`config.mk`:
```
export PLATFORM = sky130hd
export DESIGN_NAME = csrg_position
export DESIGN_NICKNAME = d
export VERILOG_FILES = /design/src/design/csrg_pkg.sv /design/src/design/csrg_position.sv
export SDC_FILE = /design/constraint.sdc
export NUM_CORES = 1
export LEC_CHECK = 0
export BUFFER_PORTS_ARGS = -buffer_cell sky130_fd_sc_hd__buf_2
export CORE_MARGIN = 2
export CORE_UTILIZATION = 51
export CTS_CLUSTER_DIAMETER = 60
export DETAILED_ROUTE_END_ITERATION = 12
export PLACE_DENSITY_LB_ADDON = 0.15
export SLEW_MARGIN = 20
export SYNTH_ARGS = -nofsm -noshare
export SYNTH_HDL_FRONTEND = slang
export SYNTH_SLANG_ARGS = --single-unit
```
`constraint.sdc`:
```
create_clock -name clk_i -period 4.4 [get_ports clk_i]
set_input_delay 0.22 -clock clk_i [delete_from_list [all_inputs] [get_ports clk_i]]
set_output_delay 0.22 -clock clk_i [all_outputs]
set_load 0.01 [all_outputs]
```
`src/design/csrg_pkg.sv`:
```
// Shared types and constants for the colour-similarity region grower.
// No dependencies; every other file but csrg_stream_if imports this package.
`timescale 1ns / 1ps

package csrg_pkg;

  localparam int CfgIndexW = 8;
  localparam int CfgDataW  = 11;
  localparam int HeightW   = 11;
  localparam int ByteW     = 8;

  localparam logic [CfgIndexW-1:0] CFG_COLUMN_HEIGHT = 8'd0;
  localparam logic [CfgIndexW-1:0] CFG_HUE_TOLERANCE = 8'd1;
  localparam logic [CfgIndexW-1:0] CFG_SAT_TOLERANCE = 8'd2;
  localparam logic [CfgIndexW-1:0] CFG_VAL_TOLERANCE = 8'd3;

  localparam logic [HeightW-1:0] COLUMN_HEIGHT_RESET = 11'd480;
  localparam logic [ByteW-1:0]   HUE_TOLERANCE_RESET = 8'd2;
  localparam logic [ByteW-1:0]   SAT_TOLERANCE_RESET = 8'd13;
  localparam logic [ByteW-1:0]   VAL_TOLERANCE_RESET = 8'd26;

  typedef enum logic [1:0] {
    CLASS_BLACK = 2'd0,
    CLASS_WHITE = 2'd1,
    CLASS_RED   = 2'd2
  } pixel_class_e;

  typedef struct packed {
    logic [CfgIndexW-1:0] index;
    logic [CfgDataW-1:0]  data;
  } cfg_write_t;

  typedef struct packed {
    logic             frame_start;
    logic [ByteW-1:0] hue;
    logic [ByteW-1:0] sat;
    logic [ByteW-1:0] val;
    logic             in_largest_region;
  } pixel_t;

  typedef struct packed {
    logic         region_mask;
    pixel_class_e pixel_class;
    logic         region_flag;
  } result_t;

  // One entry of the column store: HSV bytes and the (grown) region flag.
  typedef struct packed {
    logic [ByteW-1:0] hue;
    logic [ByteW-1:0] sat;
    logic [ByteW-1:0] val;
    logic             flag;
  } column_entry_t;

  localparam int EntryW = $bits(column_entry_t);

  function automatic logic [ByteW-1:0] abs_diff(input logic [ByteW-1:0] a,
                                                input logic [ByteW-1:0] b);
    logic [ByteW-1:0] r;
    r = (a >= b) ? (a - b) : (b - a);
    return r;
  endfunction

endpackage

```
`src/design/csrg_position.sv`:
```
// Row and first-column tracker for column-major pixel order.
// Depends on csrg_pkg for the height width.
`timescale 1ns / 1ps

module csrg_position import csrg_pkg::*; #(
  parameter int MaxHeight = 1024,
  parameter int RowW      = $clog2(MaxHeight)
) (
  input  logic               clk_i,
  input  logic               rst_ni,
  input  logic               advance_i,
  input  logic               frame_start_i,
  input  logic [HeightW-1:0] column_height_i,
  output logic [RowW-1:0]    row_o,
  output logic               border_o
);

  localparam int CmpW = (RowW + 1 > HeightW) ? RowW + 1 : HeightW;

  logic [RowW-1:0] row_q, row_d;
  logic            first_q, first_d;
  logic [CmpW-1:0] height_ext, eff_height, row_plus;
  logic [RowW-1:0] pos, row_sel;
  logic            first_cur;

  always_comb begin
    height_ext = CmpW'(column_height_i);
    // Clamp the height to 1 .. MaxHeight.
    if (column_height_i == '0) begin
      eff_height = CmpW'(1);
    end else if (height_ext > CmpW'(MaxHeight)) begin
      eff_height = CmpW'(MaxHeight);
    end else begin
      eff_height = height_ext;
    end

    pos       = frame_start_i ? '0 : row_q;
    first_cur = frame_start_i | first_q;
    row_sel   = (CmpW'(pos) >= eff_height) ? '0 : pos;
    row_plus  = CmpW'(row_sel) + CmpW'(1);

    if (row_plus >= eff_height) begin
      row_d   = '0;
      first_d = 1'b0;
    end else begin
      row_d   = RowW'(row_plus);
      first_d = first_cur;
    end
  end

  assign row_o    = row_sel;
  assign border_o = first_cur | (row_sel == '0);

  always_ff @(posedge clk_i or negedge rst_ni) begin
    if (!rst_ni) begin
      row_q   <= '0;
      first_q <= 1'b1;
    end else if (advance_i) begin
      row_q   <= row_d;
      first_q <= first_d;
    end
  end

endmodule

```
==> results_dict.tcl <==
set metrics [dict create \
    outcome "finished clean" \
    max_slew_margin 0.741 \
    p_leak_uw 0.000898 \
    design_area_sq_um 1800 \
    fin_crit_sh 0.946 \
    synth.net_count 225 \
    synth_area_per_cell_sq_um 7.98 \
    worstMarginPinSlew_ns 0.388 \
    yosys_most_used_dff "dfrtp_1" \
    vias 1516 \
    grt_pass1_wl_mm 6.72 \
    synth-edff-count 0 \
    start_kind "register" \
    die_h_um 58.1 \
    insertion_delay_ns 0.27 \
    clkTransAtPathRegs_ns 0.07 \
    setup_viol 0 \
    hold_viol 0 \
    die_x_um 58.1 \
    n_antenna_cell 0 \
    slowest_delay_ns 0.40 \
    synth.area.top_cells "ha_1, dfrtp_1, nand2_1" \
    gp_congestion 0.861 \
    fill_cells 255 \
    cp_max_fo 7 \
    ant_nets 0 \
    synth_area_sq_um 1490 \
    wl_per_cell_um 15.3 \
    hp-class "in -> reg" \
    io_pins 26 \
    path_cells "inv_2 -> nor2_1 -> ha_1 -> a211o_1 -> a21oi_2 -> o31ai_4 -> a211oi_4 -> nand2_1 -> inv_1 -> ha_2 -> nand3_2 -> xnor2_1 -> nor2_1 -> ha_1 -> a21o_1 -> a2111oi_4 -> o21ai_2 -> a21boi_2 -> nand3_4 -> o31ai_1" \
    clock-root-buffer "clkbuf_4" \
    die-area_sq_um 3370 \
    wl_mm 3.93 \
    tritoncts "yes" \
    cts_max_path_buffers 2 \
    maxSlewViolCount 0 \
    power_density_nw_per_um2 229 \
    place.port_buffers 25 \
    ir_drop_mv 0.243 \
    antenna_found_initial 0 \
    place_hpwl_mm 3.22 \
    synth_warnings 0 \
    skew_ns 0.00339 \
    ys_seq_elements 11 \
    synth_cells 187 \
    grtUsageTotal 0.260 \
    synth_common_cells "ha_1, nand2_1, nor2_1" \
    grt_max_degree 16 \
    seq_area_sq_um 277 \
    cts_buffers 3 \
    layout.nets 265 \
    route.detailed.drc 0 \
    yosys.area.top_type "ha_1" \
    synthToLayoutAreaGrowth_pct 20.6 \
    max_cap_viol_count 0 \
    gr-total-overflow 0 \
    core_sq_um 2760 \
    multi_input_area_sq_um 1150 \
    fmax_ghz 0.240 \
    worst_ep_arrival_time_ns 4.34 \
    drt_pre_antenna_iters 4 \
    setup_tns_ns 0 \
    drive_gt1_frac 0.279 \
    synth_top_area_frac 0.193 \
    worst_path_max_delay_cell "dfrtp_1" \
    start_util 0.541 \
    required_ns 4.57 \
    grt_pass1_vias 1520 \
    postPlaceCellArea_sq_um 1710 \
    cts_max_level 1 \
    via_per_inst 5.90 \
    crit_type "reg -> reg" \
    drtIter0Drc 57 \
    rows 19 \
    period_minus_slack_ns 4.16 \
    ys_seq_area_frac 0.185 \
    synthArstFlopShare 1.00 \
    ys_types 47 \
    synth.most_common_cell "ha_1" \
    cts.sinks 11 \
    cp-end-kind "register" \
    fin_hold_ws_ns 0.284 \
]
## final timing paths
kind                            slack, ns       from  cells past startpoint       end
worst max-delay path                 0.24   row_q[4]                     20  row_q[7]
worst min-delay path                 0.28  advance_i                      2  row_q[1]
worst max register to register       0.24   row_q[4]                     20  row_q[7]
worst min register to register       0.55    first_q                      2   first_q
max in group asynchronous            3.80     rst_ni                      2   first_q
min in group asynchronous            0.34     rst_ni                      2  row_q[4]
## cells in the final DEF (no fill, tap or decap), types with 2 or more instances in the layout
master / count
o211ai_1: 2
buf_2: 25
clkbuf_4: 3
nand2_1: 22
inv_2: 2
ha_1: 22
inv_1: 8
a21oi_1: 8
a32oi_1: 3
nand2b_1: 7
or3_1: 3
nand3_1: 6
o31ai_1: 2
a31oi_1: 5
nor2b_1: 5
buf_4: 17
a21o_1: 5
and2_1: 6
nor2_1: 20
nand4_1: 6
o21a_1: 3
nor4_2: 2
dfrtp_1: 10
nor4_1: 2
or2_2: 2
o21ai_0: 3
o22ai_1: 3
## report_power, final
| part | internal, uW | leakage [uW] | total [uW] | switching [uW] |
|---|---|---|---|---|
| clock | 35.2 | 0.0000150 | 71.4 | 36.3 |
| combinational | 93.9 | 0.000737 | 212 | 119 |
| sequential | 116 | 0.000145 | 128 | 12.6 |
| total | 245 | 0.000898 | 412 | 167 |
## cells by family after synthesis
family                     Yosys count  share of synthesized area
and+or+nand+nor                     88                      0.319
AOI/OAI and AO/OA                   44                      0.231
buffers and inverters               19                     0.0604
adders and majority gates           23                      0.193
DFF                                 11                      0.185
xor gates and xnor gates             2                     0.0117
## per-layer routing
metal  track usage  vias to the layer above  routed length, um
li1              -                      757                  -
met1         0.344                      727               1780
met2         0.451                       30               1990
met3        0.0558                        2                160
met4        0.0266                        0                  2
met5             0                        -                  0
## worst max-delay path, delay by kind of cell (launching register included)
kind,cells,cell delay (ns)
AO/OA/AOI/OAI,9,1.99
adder cells (fa/ha/maj),3,0.82
AND/OR/NAND/NOR,5,0.48
flip-flops,1,0.40
buffers and inverters,2,0.20
XOR/XNOR,1,0.15
## final cells by class
type,count,area share
multi-input combinational,157,0.641
tap,31,0.0216
inverter,11,0.0230
timing repair buffer,43,0.146
sequential,11,0.154
clock buffer,4,0.0146
## stage by stage
stage               instances  power [uW]  utilization  setup slack, ns
floorplan                 187         267            -           0.0584
global placement          249         327        0.621           0.0531
detailed placement        249         333        0.621          -0.0565
CTS                       254         406        0.634            0.195
global route              257         447        0.652         -0.00999
finish                    257         412        0.652            0.239
## registers in the layout, indices dropped and copies added, names as in the netlist
register,count
first_q,1
row_q,10
## repair_timing
item | CTS | global route
buffers inserted | 0 | 3
endpoints found under the setup margin | 0 | 11
hold buffers | 1 | 0
hold endpoints to repair | 10 | 0
resized for setup | 0 | 6
(Power assumes the default switching activity.)
